[config.mk]
export PLATFORM = sky130hd
export DESIGN_NAME = http2_frame_deframer_unit
export DESIGN_NICKNAME = d
export VERILOG_FILES = /design/src/design/h2d_pkg.sv /design/src/design/h2d_front.sv /design/src/design/h2d_queue.sv /design/src/design/h2d_back.sv /design/src/design/http2_frame_deframer_unit.sv
export SDC_FILE = /design/constraint.sdc
export NUM_CORES = 1
export LEC_CHECK = 0
export ABC_AREA = 0
export BUFFER_PORTS_ARGS = -buffer_cell sky130_fd_sc_hd__buf_2
export CAP_MARGIN = 20
export CORE_UTILIZATION = 60
export DETAILED_ROUTE_END_ITERATION = 16
export PLACE_DENSITY = 0.78
export SLEW_MARGIN = 15
export SYNTH_ARGS = -nofsm -noshare
export SYNTH_HDL_FRONTEND = slang
export SYNTH_SLANG_ARGS = --single-unit
[constraint.sdc]
create_clock -name clk -period 7.23 [get_ports clk]
set_input_delay 1.0845 -clock clk [delete_from_list [all_inputs] [get_ports clk]]
set_output_delay 1.0845 -clock clk [all_outputs]
set_load 0.02 [all_outputs]
[src/design/h2d_pkg.sv]
// ----------------------------------------------------------------------------
// h2d_pkg
// Shared types and codes of the HTTP/2 frame deframer.
// ----------------------------------------------------------------------------
package h2d_pkg;

    localparam int QDEPTH = 4;
    localparam int QAW    = $clog2(QDEPTH);

    localparam logic [7:0] FT_DATA     = 8'h00;
    localparam logic [7:0] FT_HEADERS  = 8'h01;
    localparam logic [7:0] FT_RST      = 8'h03;
    localparam logic [7:0] FT_SETTINGS = 8'h04;
    localparam logic [7:0] FT_PING     = 8'h06;
    localparam logic [7:0] FT_GOAWAY   = 8'h07;
    localparam logic [7:0] FT_CONT     = 8'h09;

    localparam int FLAG_END    = 0;   // end of stream / ack
    localparam int FLAG_PADDED = 3;

    typedef enum logic [1:0] {
        PH_HEADER  = 2'd0,
        PH_PAYLOAD = 2'd1,
        PH_HALT    = 2'd2
    } phase_t;

    typedef enum logic [3:0] {
        EV_BODY      = 4'd0,
        EV_END       = 4'd1,
        EV_SET_ACK   = 4'd2,
        EV_PING      = 4'd3,
        EV_PING_ACK  = 4'd4,
        EV_PAD_EMPTY = 4'd5,
        EV_PAD_LARGE = 4'd6,
        EV_RESET     = 4'd7,
        EV_CLOSED    = 4'd8
    } event_t;

    // All results caused by one input byte
    typedef struct packed {
        event_t     ev0;
        logic [7:0] d0;
        logic       two;
        event_t     ev1;
    } rec_t;

endpackage

[src/design/h2d_front.sv]
// ----------------------------------------------------------------------------
// h2d_front
// Byte parser: header assembly, payload counting and event classification.
// ----------------------------------------------------------------------------
module h2d_front (
    input  logic          clk,
    input  logic          rst_n,
    input  logic          push,
    input  logic [7:0]    rx_byte,
    input  logic [30:0]   target_stream,
    input  logic          q_full,
    output logic          rec_push,
    output h2d_pkg::rec_t rec
);
    import h2d_pkg::*;

    typedef struct packed {
        logic   has;
        event_t ev;
        logic   halt;
    } fin_t;

    phase_t      phase_reg,   phase_next;
    logic [3:0]  hc_reg,      hc_next;
    logic [23:0] len_reg,     len_next;
    logic [7:0]  type_reg,    type_next;
    logic [7:0]  flags_reg,   flags_next;
    logic [30:0] stream_reg,  stream_next;
    logic [23:0] pcnt_reg,    pcnt_next;
    logic [7:0]  pad_reg,     pad_next;
    logic        body_reg,    body_next;

    logic        accept;
    logic        has_a;
    event_t      ev_a;
    logic [7:0]  d_a;
    fin_t        fin;
    logic        do_fin;
    logic        tgt;
    logic [24:0] p_inc;
    logic        is_last;

    function automatic fin_t finish(input logic [7:0] ftype, input logic [7:0] flags,
                                    input logic on_tgt, input logic body);
        fin_t f;
        f = '{has: 1'b0, ev: EV_END, halt: 1'b0};
        case (ftype)
            FT_DATA, FT_HEADERS, FT_CONT:
            begin
                if (on_tgt && flags[FLAG_END])
                begin
                    f = '{has: 1'b1, ev: EV_END, halt: 1'b1};
                end
            end
            FT_RST:
            begin
                if (on_tgt)
                begin
                    f = '{has: 1'b1, ev: EV_RESET, halt: 1'b1};
                end
            end
            FT_SETTINGS:
            begin
                if (!flags[FLAG_END])
                begin
                    f = '{has: 1'b1, ev: EV_SET_ACK, halt: 1'b0};
                end
            end
            FT_PING:
            begin
                if (!flags[FLAG_END])
                begin
                    f = '{has: 1'b1, ev: EV_PING_ACK, halt: 1'b0};
                end
            end
            FT_GOAWAY:
            begin
                f = '{has: 1'b1, ev: (body ? EV_END : EV_CLOSED), halt: 1'b1};
            end
            default:
            begin
                f = '{has: 1'b0, ev: EV_END, halt: 1'b0};
            end
        endcase
        return f;
    endfunction

    assign accept  = push && !q_full;
    assign p_inc   = {1'b0, pcnt_reg} + 25'd1;
    assign is_last = p_inc >= {1'b0, len_reg};

    always_comb
    begin
        phase_next  = phase_reg;
        hc_next     = hc_reg;
        len_next    = len_reg;
        type_next   = type_reg;
        flags_next  = flags_reg;
        stream_next = stream_reg;
        pcnt_next   = pcnt_reg;
        pad_next    = pad_reg;
        body_next   = body_reg;
        has_a       = 1'b0;
        ev_a        = EV_BODY;
        d_a         = 8'd0;
        do_fin      = 1'b0;
        tgt         = (stream_reg == target_stream);

        case (phase_reg)
            PH_HEADER:
            begin
                case (hc_reg)
                    4'd0:    len_next          = {rx_byte, 16'd0};
                    4'd1:    len_next[15:8]    = rx_byte;
                    4'd2:    len_next[7:0]     = rx_byte;
                    4'd3:    type_next         = rx_byte;
                    4'd4:    flags_next        = rx_byte;
                    4'd5:    stream_next       = {rx_byte[6:0], 24'd0};
                    4'd6:    stream_next[23:16] = rx_byte;
                    4'd7:    stream_next[15:8] = rx_byte;
                    default: stream_next[7:0]  = rx_byte;
                endcase
                tgt = (stream_next == target_stream);
                if (hc_reg < 4'd8)
                begin
                    hc_next = hc_reg + 4'd1;
                end
                else
                begin
                    pcnt_next = 24'd0;
                    pad_next  = 8'd0;
                    if (len_reg == 24'd0)
                    begin
                        if (type_reg == FT_DATA && tgt && flags_reg[FLAG_PADDED])
                        begin
                            has_a      = 1'b1;
                            ev_a       = EV_PAD_EMPTY;
                            phase_next = PH_HALT;
                        end
                        else
                        begin
                            do_fin = 1'b1;
                        end
                    end
                    else
                    begin
                        phase_next = PH_PAYLOAD;
                    end
                end
            end
            PH_PAYLOAD:
            begin
                if (type_reg == FT_DATA && tgt)
                begin
                    if (flags_reg[FLAG_PADDED])
                    begin
                        if (pcnt_reg == 24'd0)
                        begin
                            pad_next = rx_byte;
                            if (({16'd0, rx_byte} + 24'd1) > len_reg)
                            begin
                                has_a      = 1'b1;
                                ev_a       = EV_PAD_LARGE;
                                phase_next = PH_HALT;
                            end
                        end
                        else if (pcnt_reg < (len_reg - {16'd0, pad_reg}))
                        begin
                            has_a     = 1'b1;
                            ev_a      = EV_BODY;
                            d_a       = rx_byte;
                            body_next = 1'b1;
                        end
                    end
                    else
                    begin
                        has_a     = 1'b1;
                        ev_a      = EV_BODY;
                        d_a       = rx_byte;
                        body_next = 1'b1;
                    end
                end
                else if (type_reg == FT_PING && !flags_reg[FLAG_END])
                begin
                    has_a = 1'b1;
                    ev_a  = EV_PING;
                    d_a   = rx_byte;
                end
                if (phase_next == PH_PAYLOAD)
                begin
                    if (is_last)
                    begin
                        do_fin = 1'b1;
                    end
                    else
                    begin
                        pcnt_next = p_inc[23:0];
                    end
                end
            end
            default:
            begin
                // halted: bytes are swallowed
            end
        endcase

        fin = finish(type_next, flags_next, tgt, body_next);
        if (!do_fin)
        begin
            fin.has  = 1'b0;
            fin.halt = 1'b0;
        end
        if (do_fin)
        begin
            if (fin.halt)
            begin
                phase_next = PH_HALT;
            end
            else
            begin
                phase_next = PH_HEADER;
                hc_next    = 4'd0;
            end
        end

        rec.ev0  = has_a ? ev_a : fin.ev;
        rec.d0   = has_a ? d_a : 8'd0;
        rec.two  = has_a && fin.has;
        rec.ev1  = fin.ev;
        rec_push = accept && (has_a || fin.has);
    end

    always_ff @(posedge clk or negedge rst_n)
    begin
        if (!rst_n)
        begin
            phase_reg  <= PH_HEADER;
            hc_reg     <= 4'd0;
            len_reg    <= 24'd0;
            type_reg   <= 8'd0;
            flags_reg  <= 8'd0;
            stream_reg <= 31'd0;
            pcnt_reg   <= 24'd0;
            pad_reg    <= 8'd0;
            body_reg   <= 1'b0;
        end
        else if (accept)
        begin
            phase_reg  <= phase_next;
            hc_reg     <= hc_next;
            len_reg    <= len_next;
            type_reg   <= type_next;
            flags_reg  <= flags_next;
            stream_reg <= stream_next;
            pcnt_reg   <= pcnt_next;
            pad_reg    <= pad_next;
            body_reg   <= body_next;
        end
    end

endmodule

[src/design/h2d_queue.sv]
// ----------------------------------------------------------------------------
// h2d_queue
// Short record FIFO between parser and result sequencer.
// ----------------------------------------------------------------------------
module h2d_queue (
    input  logic          clk,
    input  logic          rst_n,
    input  logic          wr,
    input  h2d_pkg::rec_t wdata,
    input  logic          rd,
    output h2d_pkg::rec_t rdata,
    output logic          q_full,
    output logic          q_empty
);
    import h2d_pkg::*;

    rec_t           mem [QDEPTH];
    logic [QAW-1:0] wp_reg;
    logic [QAW-1:0] rp_reg;
    logic [QAW:0]   cnt_reg;
    logic           do_wr;
    logic           do_rd;

    assign q_full  = (cnt_reg == (QAW+1)'(QDEPTH));
    assign q_empty = (cnt_reg == '0);
    assign do_wr   = wr && !q_full;
    assign do_rd   = rd && !q_empty;
    assign rdata   = mem[rp_reg];

    always_ff @(posedge clk)
    begin
        if (do_wr)
        begin
            mem[wp_reg] <= wdata;
        end
    end

    always_ff @(posedge clk or negedge rst_n)
    begin
        if (!rst_n)
        begin
            wp_reg  <= '0;
            rp_reg  <= '0;
            cnt_reg <= '0;
        end
        else
        begin
            if (do_wr)
            begin
                wp_reg <= wp_reg + 1'b1;
            end
            if (do_rd)
            begin
                rp_reg <= rp_reg + 1'b1;
            end
            case ({do_wr, do_rd})
                2'b10:   cnt_reg <= cnt_reg + 1'b1;
                2'b01:   cnt_reg <= cnt_reg - 1'b1;
                default: cnt_reg <= cnt_reg;
            endcase
        end
    end

endmodule

[src/design/h2d_back.sv]
// ----------------------------------------------------------------------------
// h2d_back
// Result sequencer: holds one record and hands out its one or two words.
// ----------------------------------------------------------------------------
module h2d_back (
    input  logic          clk,
    input  logic          rst_n,
    input  h2d_pkg::rec_t q_data,
    input  logic          q_empty,
    output logic          q_rd,
    input  logic          pop,
    output logic          empty,
    output logic [3:0]    event_res,
    output logic [7:0]    data_byte,
    output logic          last
);
    import h2d_pkg::*;

    rec_t rec_reg;
    logic valid_reg;
    logic sel_reg;
    logic done;

    assign empty     = !valid_reg;
    assign event_res = sel_reg ? rec_reg.ev1 : rec_reg.ev0;
    assign data_byte = sel_reg ? 8'd0 : rec_reg.d0;
    assign last      = sel_reg || !rec_reg.two;
    assign done      = pop && valid_reg && last;
    assign q_rd      = !q_empty && (!valid_reg || done);

    always_ff @(posedge clk)
    begin
        if (q_rd)
        begin
            rec_reg <= q_data;
        end
    end

    always_ff @(posedge clk or negedge rst_n)
    begin
        if (!rst_n)
        begin
            valid_reg <= 1'b0;
            sel_reg   <= 1'b0;
        end
        else if (q_rd)
        begin
            valid_reg <= 1'b1;
            sel_reg   <= 1'b0;
        end
        else if (done)
        begin
            valid_reg <= 1'b0;
            sel_reg   <= 1'b0;
        end
        else if (pop && valid_reg)
        begin
            sel_reg <= 1'b1;
        end
    end

endmodule

[src/design/http2_frame_deframer_unit.sv]
// ----------------------------------------------------------------------------
// http2_frame_deframer_unit
// HTTP/2 receive deframer for one selected stream.
// ----------------------------------------------------------------------------
//  channel   ports                                  handshake
//  input     rx_byte                                push / full
//  result    event_res, data_byte, last             empty / pop
//  config    target_stream                          target_stream_we
//
//  One byte is accepted per cycle unless full is high; each byte yields zero,
//  one or two words. Result words leave at one per cycle while pop is high, so
//  a byte with two words holds the sequencer for both; a four-record queue
//  absorbs that. full rises only when the record queue is full.
//  Reset clears parser state and empties the queue; target_stream resets to 1.
// ----------------------------------------------------------------------------
module http2_frame_deframer_unit (
    input  logic        clk,
    input  logic        rst_n,
    input  logic        push,
    output logic        full,
    input  logic [7:0]  rx_byte,
    output logic        empty,
    input  logic        pop,
    output logic [3:0]  event_res,
    output logic [7:0]  data_byte,
    output logic        last,
    input  logic        target_stream_we,
    input  logic [30:0] target_stream
);
    import h2d_pkg::*;

    logic [30:0] tgt_reg;
    rec_t        wrec;
    rec_t        rrec;
    logic        rec_push;
    logic        q_full;
    logic        q_empty;
    logic        q_rd;

    always_ff @(posedge clk or negedge rst_n)
    begin
        if (!rst_n)
        begin
            tgt_reg <= 31'd1;
        end
        else if (target_stream_we)
        begin
            tgt_reg <= target_stream;
        end
    end

    assign full = q_full;

    h2d_front u_front (
        .clk           (clk),
        .rst_n         (rst_n),
        .push          (push),
        .rx_byte       (rx_byte),
        .target_stream (tgt_reg),
        .q_full        (q_full),
        .rec_push      (rec_push),
        .rec           (wrec)
    );

    h2d_queue u_queue (
        .clk     (clk),
        .rst_n   (rst_n),
        .wr      (rec_push),
        .wdata   (wrec),
        .rd      (q_rd),
        .rdata   (rrec),
        .q_full  (q_full),
        .q_empty (q_empty)
    );

    h2d_back u_back (
        .clk       (clk),
        .rst_n     (rst_n),
        .q_data    (rrec),
        .q_empty   (q_empty),
        .q_rd      (q_rd),
        .pop       (pop),
        .empty     (empty),
        .event_res (event_res),
        .data_byte (data_byte),
        .last      (last)
    );

    // only body and ping words carry a byte
    a_data_zero: assert property (@(posedge clk) disable iff (!rst_n)
        (!empty && !(event_res == EV_BODY || event_res == EV_PING)) |-> (data_byte == 8'd0))
        else $error("data_byte nonzero on a non-data word");

    // end-of-frame words are always the final word of their byte
    a_fin_last: assert property (@(posedge clk) disable iff (!rst_n)
        (!empty && !(event_res == EV_BODY || event_res == EV_PING)) |-> last)
        else $error("frame-end word not marked last");

    // a non-last word is always followed by its partner
    a_pair: assert property (@(posedge clk) disable iff (!rst_n)
        (!empty && pop && !last) |=> (!empty && last))
        else $error("second word of a pair missing");

endmodule
==> results of run 1 <==
[cell usage in the layout, fill, tap and decap left out, drive strengths merged, types with 8 or more instances in the layout]
cell	instances
o21ai	83
dfrtp	143
nand4	26
a211oi	9
a21oi	37
o31ai	13
edfxtp	85
nand3	47
mux2	41
inv	80
a21o	16
nand2	85
and2	18
clkbuf	32
a221oi	13
nor2b	21
nor3	15
a221o	8
and3	26
buf	74
xnor2	57
mux4	17
nor2	69
nand2b	13
ha	76
a22o	40
xor2	23
nor4	16
a31oi	21
o211ai	8
[per-stage QoR]
stage | setup slack, ns | instances | hold slack, ns | total power (µW)
3_5_place_dp | 0.712 | 1558 | 0.483 | 2990
2_1_floorplan | 1.16 | 1270 | 0.457 | 2630
6_report | 0.669 | 1604 | 0.491 | 4210
3_3_place_gp | 1.03 | 1557 | 0.479 | 2920
5_1_grt | 0.201 | 1604 | 0.519 | 4460
4_1_cts | 0.671 | 1604 | 0.493 | 4230
[cells in the mapped netlist, types with 7 or more instances]
cell type	count	area, µm²
a211oi_1	9	67.6
a21o_1	16	120
a21oi_1	36	180
a221o_1	8	80.1
a221oi_1	13	114
a22o_1	40	350
a22oi_1	7	52.6
a31oi_1	21	131
and2_1	18	113
and3_1	26	163
buf_2	8	40.0
clkbuf_1	52	195
dfrtp_1	143	3580
edfxtp_1	85	2550
ha_1	76	951
inv_1	77	289
mux2_2	41	462
mux4_2	17	383
nand2_1	84	315
nand2b_1	12	75.1
nand3_1	47	235
nand4_1	26	163
nor2_1	69	259
nor2b_1	21	131
nor3_1	15	75.1
nor4_1	14	87.6
o211ai_1	8	60.1
o21ai_0	74	370
o31ai_1	12	90.1
xnor2_1	57	499
xor2_1	23	201
[metal layers]
layer | wire length [µm] | GRT usage [%] | up-vias
met5 | 0 | 0 | -
met4 | 792 | 9.31 | 0
met3 | 2210 | 3.44 | 67
met2 | 15500 | 47.4 | 423
met1 | 14000 | 40.1 | 5002
li1 | - | - | 4797
[kinds of logic (layout without fill, tap and decap cells)]
| logic type | after synthesis | after routing | share of synthesized area (%) |
|---|---|---|---|
| simple gates | 370 | 370 | 14.6 |
| compound gates | 310 | 310 | 16.3 |
| flops | 229 | 229 | 45.8 |
| buf+inv | 143 | 197 | 4.18 |
| xor+xnor | 80 | 80 | 5.22 |
| fa+ha+maj | 78 | 78 | 7.38 |
| mux | 60 | 60 | 6.44 |
[power by group through the flow]
stage          sequential [µW]  combinational [µW]  clock (µW)
6_report                  1740                1250        1230
2_1_floorplan             1650                 978           0
5_1_grt                   1770                1390        1300
4_1_cts                   1740                1240        1250
3_5_place_dp              1760                1240           0
3_3_place_gp              1760                1160           0
[final timing paths]
check / startpoint / to / slack [ns]
setup / recovery: u_front.len_reg[0]$_DFFE_PN0P_ / u_queue.cnt_reg[2]$_DFFE_PN0P_ / 0.67
hold / removal: u_queue.cnt_reg[2]$_DFFE_PN0P_ / u_queue.cnt_reg[2]$_DFFE_PN0P_ / 0.49
setup reg to reg: u_front.len_reg[0]$_DFFE_PN0P_ / u_queue.cnt_reg[2]$_DFFE_PN0P_ / 0.67
hold reg to reg: u_queue.cnt_reg[2]$_DFFE_PN0P_ / u_queue.cnt_reg[2]$_DFFE_PN0P_ / 0.49
max in group asynchronous: rst_n / u_front.stream_reg[26]$_DFFE_PN0P_ / 5.20
min in group asynchronous: rst_n / u_front.pcnt_reg[11]$_DFFE_PN0P_ / 0.59
[worst register-to-register path, delay by kind of cell, from the launching register on]
kind / cells / cell delay (ns)
AO/OA/AOI/OAI: 10 / 2.65
adder cells (fa/ha/maj): 5 / 1.41
buffers and inverters: 3 / 0.22
flip-flops: 1 / 0.42
AND/OR/NAND/NOR: 6 / 1.34
XOR/XNOR: 3 / 0.48
[area by class of cell]
type | instances | area, µm²
fill | 1638 | 7120
inverter | 77 | 289
tap | 280 | 350
clock buffer | 32 | 672
multi-input combinational | 898 | 6740
clock inverter | 14 | 120
timing repair buffer | 74 | 437
sequential | 229 | 6160
==> impl_metrics.env, run 1 <==
export IMPL_worst_path_stages=27
export IMPL_clock_path_buffers=3
export IMPL_finalHoldViolCount=0
export IMPL_ctsResizeCount=0
export IMPL_placed_area_um2=14000
export IMPL_max_freq_mhz=152
export IMPL_largest_reg_flops=68
export IMPL_core_um2=21900
export IMPL_slowest_stage="nor3_1"
export IMPL_seq_area_frac_synth_pct=45.8
export IMPL_rsz0062_at_grt="no"
export IMPL_p_per_area_nw_per_um2=285
export IMPL_ff2ff_path_depth=27
export IMPL_syn_area_um2=13400
export IMPL_cts_root_buf="clkbuf_16"
export IMPL_p_int_uw=2780
export IMPL_path_max_fanout=9
export IMPL_maxCapViolCount=0
export IMPL_min_period_over_period_pct=90.7
export IMPL_routedWlPerCell_um=20.2
export IMPL_clock_sinks=229
export IMPL_pwr_share_clk_pct=29.2
export IMPL_holdPathStages=1
export IMPL_io_buffers=58
export IMPL_post_route_cell_area_um2=14800
export IMPL_p_sw_uw=1440
export IMPL_finalMaxSlewViolations=0
export IMPL_seq_power_share_pct=41.2
export IMPL_drtPass1Iterations=5
export IMPL_yosysUniqueCellTypes=86
export IMPL_maxSlewHeadroom_pct=36.8
export IMPL_io_pins=59
export IMPL_critPathKind="reg -> reg"
export IMPL_antenna_found_initial=0
export IMPL_fp_row_count=54
export IMPL_fin_tns_setup_ns=0
export IMPL_p_sw_share_pct=34.1
export IMPL_outcome="complete, no violations"
export IMPL_period_needed_ns=6.56
export IMPL_slowest_delay_ns=0.60
export IMPL_startpoint_type="register"
export IMPL_ir_drop_uv=189
export IMPL_grt_first_pass_wirelength_um=52000
export IMPL_utilization_pct=67.5
export IMPL_num_vias=10300
export IMPL_numCtsBuffers=25
export IMPL_viasPerCell=6.41
export IMPL_critPathTopFamily="compound AO/OA/AOI/OAI gates"
export IMPL_drc_errors=0
export IMPL_grt_overflow_total=0
export IMPL_skew_ns=0.00984
export IMPL_final_nets=1427
export IMPL_async_reset_ff_share_pct=62.9
export IMPL_synth_edf_count=85
export IMPL_critPathRequiredTime_ns=7.68
export IMPL_track_usage_pct=28.9
export IMPL_ant_nets=0
export IMPL_first_global_vias=10000
export IMPL_cts_setup_buffers=0
export IMPL_ys_flop_type="dfrtp_1"
export IMPL_start_util_pct=61.3
export IMPL_cts_hold_buf=0
export IMPL_routabilityCongestion=0.899
export IMPL_dieArea_um2=23000
export IMPL_worst_pin_slew_ns=0.948
export IMPL_dr_first_iter_drc_count=871
export IMPL_setup_viol=0
export IMPL_synth_avg_cell_area_um2=10.6
export IMPL_totalWireLength_um=32400
export IMPL_ys_ff_latch=229
export IMPL_dieHeight_um=152
export IMPL_synth_nets=1392
export IMPL_yosysWarnings=0
export IMPL_worstSkewPairLatency_ns=0.53
export IMPL_syn_inst=1270
export IMPL_grt_max_degree=77
export IMPL_cp_num_buf_inv=3
export IMPL_cts_tree="yes"
export IMPL_end_kind="register"
export IMPL_path_clk_slew_ns=0.06
export IMPL_diodes=0
export IMPL_min_path_type="reg -> reg"
export IMPL_syn_to_final_growth_pct=9.96
export IMPL_drive_above_1_share_pct=15.0
export IMPL_p_leak_uw=0.00633
export IMPL_htreeDepth=1
export IMPL_arrival_ns=7.02
export IMPL_dp_hpwl_um=22700
export IMPL_power_frac_comb_pct=29.6
export IMPL_die_w_um=152
Power figures use the tool's default switching activity.
==> run 2: changes to the inputs <==
Settings changed: BUFFER_PORTS_ARGS -buffer_cell sky130_fd_sc_hd__buf_2 to default, CELL_PAD_IN_SITES_DETAIL_PLACEMENT from default to 0, CELL_PAD_IN_SITES_GLOBAL_PLACEMENT from default to 2, CORE_MARGIN from default to 5, CORE_UTILIZATION 60 to 43, DONT_BUFFER_PORTS from default to 1, PLACE_DENSITY 0.78 to default, PLACE_DENSITY_LB_ADDON from default to 0.1.
==> run 2 against run 1 <==
  * Via count is 5.8% lower
  * Non-clock buffer count decreased by 60
  * Global-route usage is 9.1 points lower
  * Flip-flop and latch count stayed put
  * Total power is 3.2% higher
  * Largest cell class unchanged
  * Critical path type unchanged
==> impl_metrics.env, run 2 (synthesis results as in run 1) <==
export IMPL_outcome="complete, no violations"
export IMPL_setup_viol=0
export IMPL_antenna_found_initial=0
export IMPL_cts_hold_buf=0
export IMPL_drc_errors=0
export IMPL_path_clk_slew_ns=0.06
export IMPL_ant_nets=0
export IMPL_layout_cells_most_common="dfrtp_1"
export IMPL_numCtsBuffers=26
export IMPL_dp_hpwl_um=25000
export IMPL_min_period_over_period_pct=90.4
export IMPL_gr_usage_met2_pct=31.2
export IMPL_critPathRequiredTime_ns=7.69
export IMPL_clock_path_buffers=3
export IMPL_dp_cells=1614
export IMPL_dieArea_um2=34900
export IMPL_max_freq_mhz=153
export IMPL_grt_first_pass_wirelength_um=56100
export IMPL_timing_critical_path_from="u_front.len_reg[0]$_DFFE_PN0P_"
export IMPL_drive_above_1_share_pct=11.3
export IMPL_rr_startpoint="u_front.len_reg[0]$_DFFE_PN0P_"
export IMPL_io_buffers=0
export IMPL_period_needed_ns=6.53
export IMPL_drtPass1Iterations=5
export IMPL_clock_sinks=229
export IMPL_maxSlewHeadroom_pct=31.3
export IMPL_htreeDepth=1
export IMPL_end_kind="register"
export IMPL_finalHoldViolCount=0
export IMPL_dr_first_iter_drc_count=624
export IMPL_finalMaxSlewViolations=0
export IMPL_worst_pin_slew_ns=1.02
export IMPL_arrival_ns=6.99
export IMPL_startpoint_type="register"
export IMPL_whs_ns=0.243
export IMPL_dieHeight_um=187
export IMPL_ir_drop_uv=263
export IMPL_fp_row_count=64
export IMPL_grt_use_met1_pct=29.4
export IMPL_finalPower_uw=4350
export IMPL_nFillCells=2924
export IMPL_grt_max_degree=145
export IMPL_num_vias=9694
export IMPL_p_leak_uw=0.00616
export IMPL_routedWlPerCell_um=21.4
export IMPL_p_per_area_nw_per_um2=295
export IMPL_min_path_type="in -> async"
export IMPL_largest_reg_flops=68
export IMPL_skew_ns=0.00950
export IMPL_final_nets=1368
export IMPL_path_max_fanout=9
export IMPL_fin_tns_setup_ns=0
export IMPL_totalWireLength_um=35500
export IMPL_use_met3_pct=3.29
export IMPL_cts_root_buf="clkbuf_16"
export IMPL_rsz0062_at_grt="no"
export IMPL_io_pins=59
export IMPL_routabilityCongestion=0.803
export IMPL_viasPerCell=5.83
export IMPL_cts_setup_buffers=0
export IMPL_worstSkewPairLatency_ns=0.54
export IMPL_die_w_um=187
export IMPL_final_cell_mix="143 x dfrtp_1, 85 x edfxtp_1, 84 x nand2_1"
export IMPL_cts_tree="yes"
export IMPL_critPathKind="reg -> reg"
export IMPL_ctsResizeCount=0
export IMPL_syn_to_final_growth_pct=9.81
export IMPL_track_usage_pct=19.8
export IMPL_first_global_vias=9521
export IMPL_grt_overflow_total=0
export IMPL_fin_cells=1662
export IMPL_core_um2=30700
export IMPL_diodes=0
export IMPL_grt_most_used_layer="met2"
export IMPL_start_util_pct=43.7
export IMPL_maxCapViolCount=0
## run 2: cell count changes in the layout (fill, tap and decap cells not counted), sizes merged
cell,change
buf,-60
bufinv,+4
clkbuf,+3
clkinvlp,-2
inv,-2
clkinv,-1
## run 2: worst paths after layout
kind | slack, ns | endpoint | cells after the start
worst max-delay path | 0.70 | u_queue.cnt_reg[2]$_DFFE_PN0P_ | 27
worst min-delay path | 0.24 | u_front.pcnt_reg[12]$_DFFE_PN0P_ | 0
worst max register to register | 0.70 | u_queue.cnt_reg[2]$_DFFE_PN0P_ | 27
worst min register to register | 0.49 | u_queue.cnt_reg[2]$_DFFE_PN0P_ | 1
max in group asynchronous | 6.70 | tgt_reg[0]$_DFFE_PN1P_ | 0
min in group clk | 0.49 | u_queue.cnt_reg[2]$_DFFE_PN0P_ | 1
## run 2: worst max-delay path, cell delays in order, from the launching register on
cell	delay, ns
dfrtp_1	0.41
inv_1	0.10
ha_1	0.18
inv_1	0.06
fa_1	0.40
a21o_1	0.18
a21oi_1	0.22
o21ai_0	0.12
a21oi_1	0.23
nor2b_1	0.07
o21a_1	0.20
nor3_1	0.58
nand2_1	0.14
xnor2_1	0.17
ha_1	0.29
nand4_1	0.11
or2_2	0.30
o221ai_1	0.19
a211oi_1	0.18
o311ai_2	0.59
o41a_1	0.55
a21o_1	0.18
ha_1	0.16
inv_1	0.06
fa_1	0.37
xor2_1	0.15
nor2_1	0.11
xor2_1	0.16
## run 2: report_power, final
| part | internal (µW) | switching [µW] |
|---|---|---|
| clock network | 907 | 553 |
| registers | 1530 | 185 |
| logic | 502 | 674 |
## run 2: through the flow
stage	utilization (%)	worst slack [ns]	cell area, µm²
global route	48.0	0.159	14700
CTS	48.0	0.650	14700
global placement	44.8	0.819	13800
floorplan	-	1.16	13400
finish	48.0	0.696	14700
detailed placement	44.8	0.715	13800
## run 2: per-layer routing
layer  share of wire (%)  up-vias
li1                    -     4686
met1                  48     4757
met2                  45      221
met3                 4.9       30
met4                 1.3        0
met5                   0        -
## run 2: cell type report
cell class              count  area, µm²  area share [%]
multi-input cells         898       6730            45.7
flip-flops and latches    229       6160            41.8
clock buffers              35        746            5.06
well taps                 396        495            3.36
inverters                  77        289            1.96
clock inverters            13        220            1.49
repair buffers             14        105           0.713
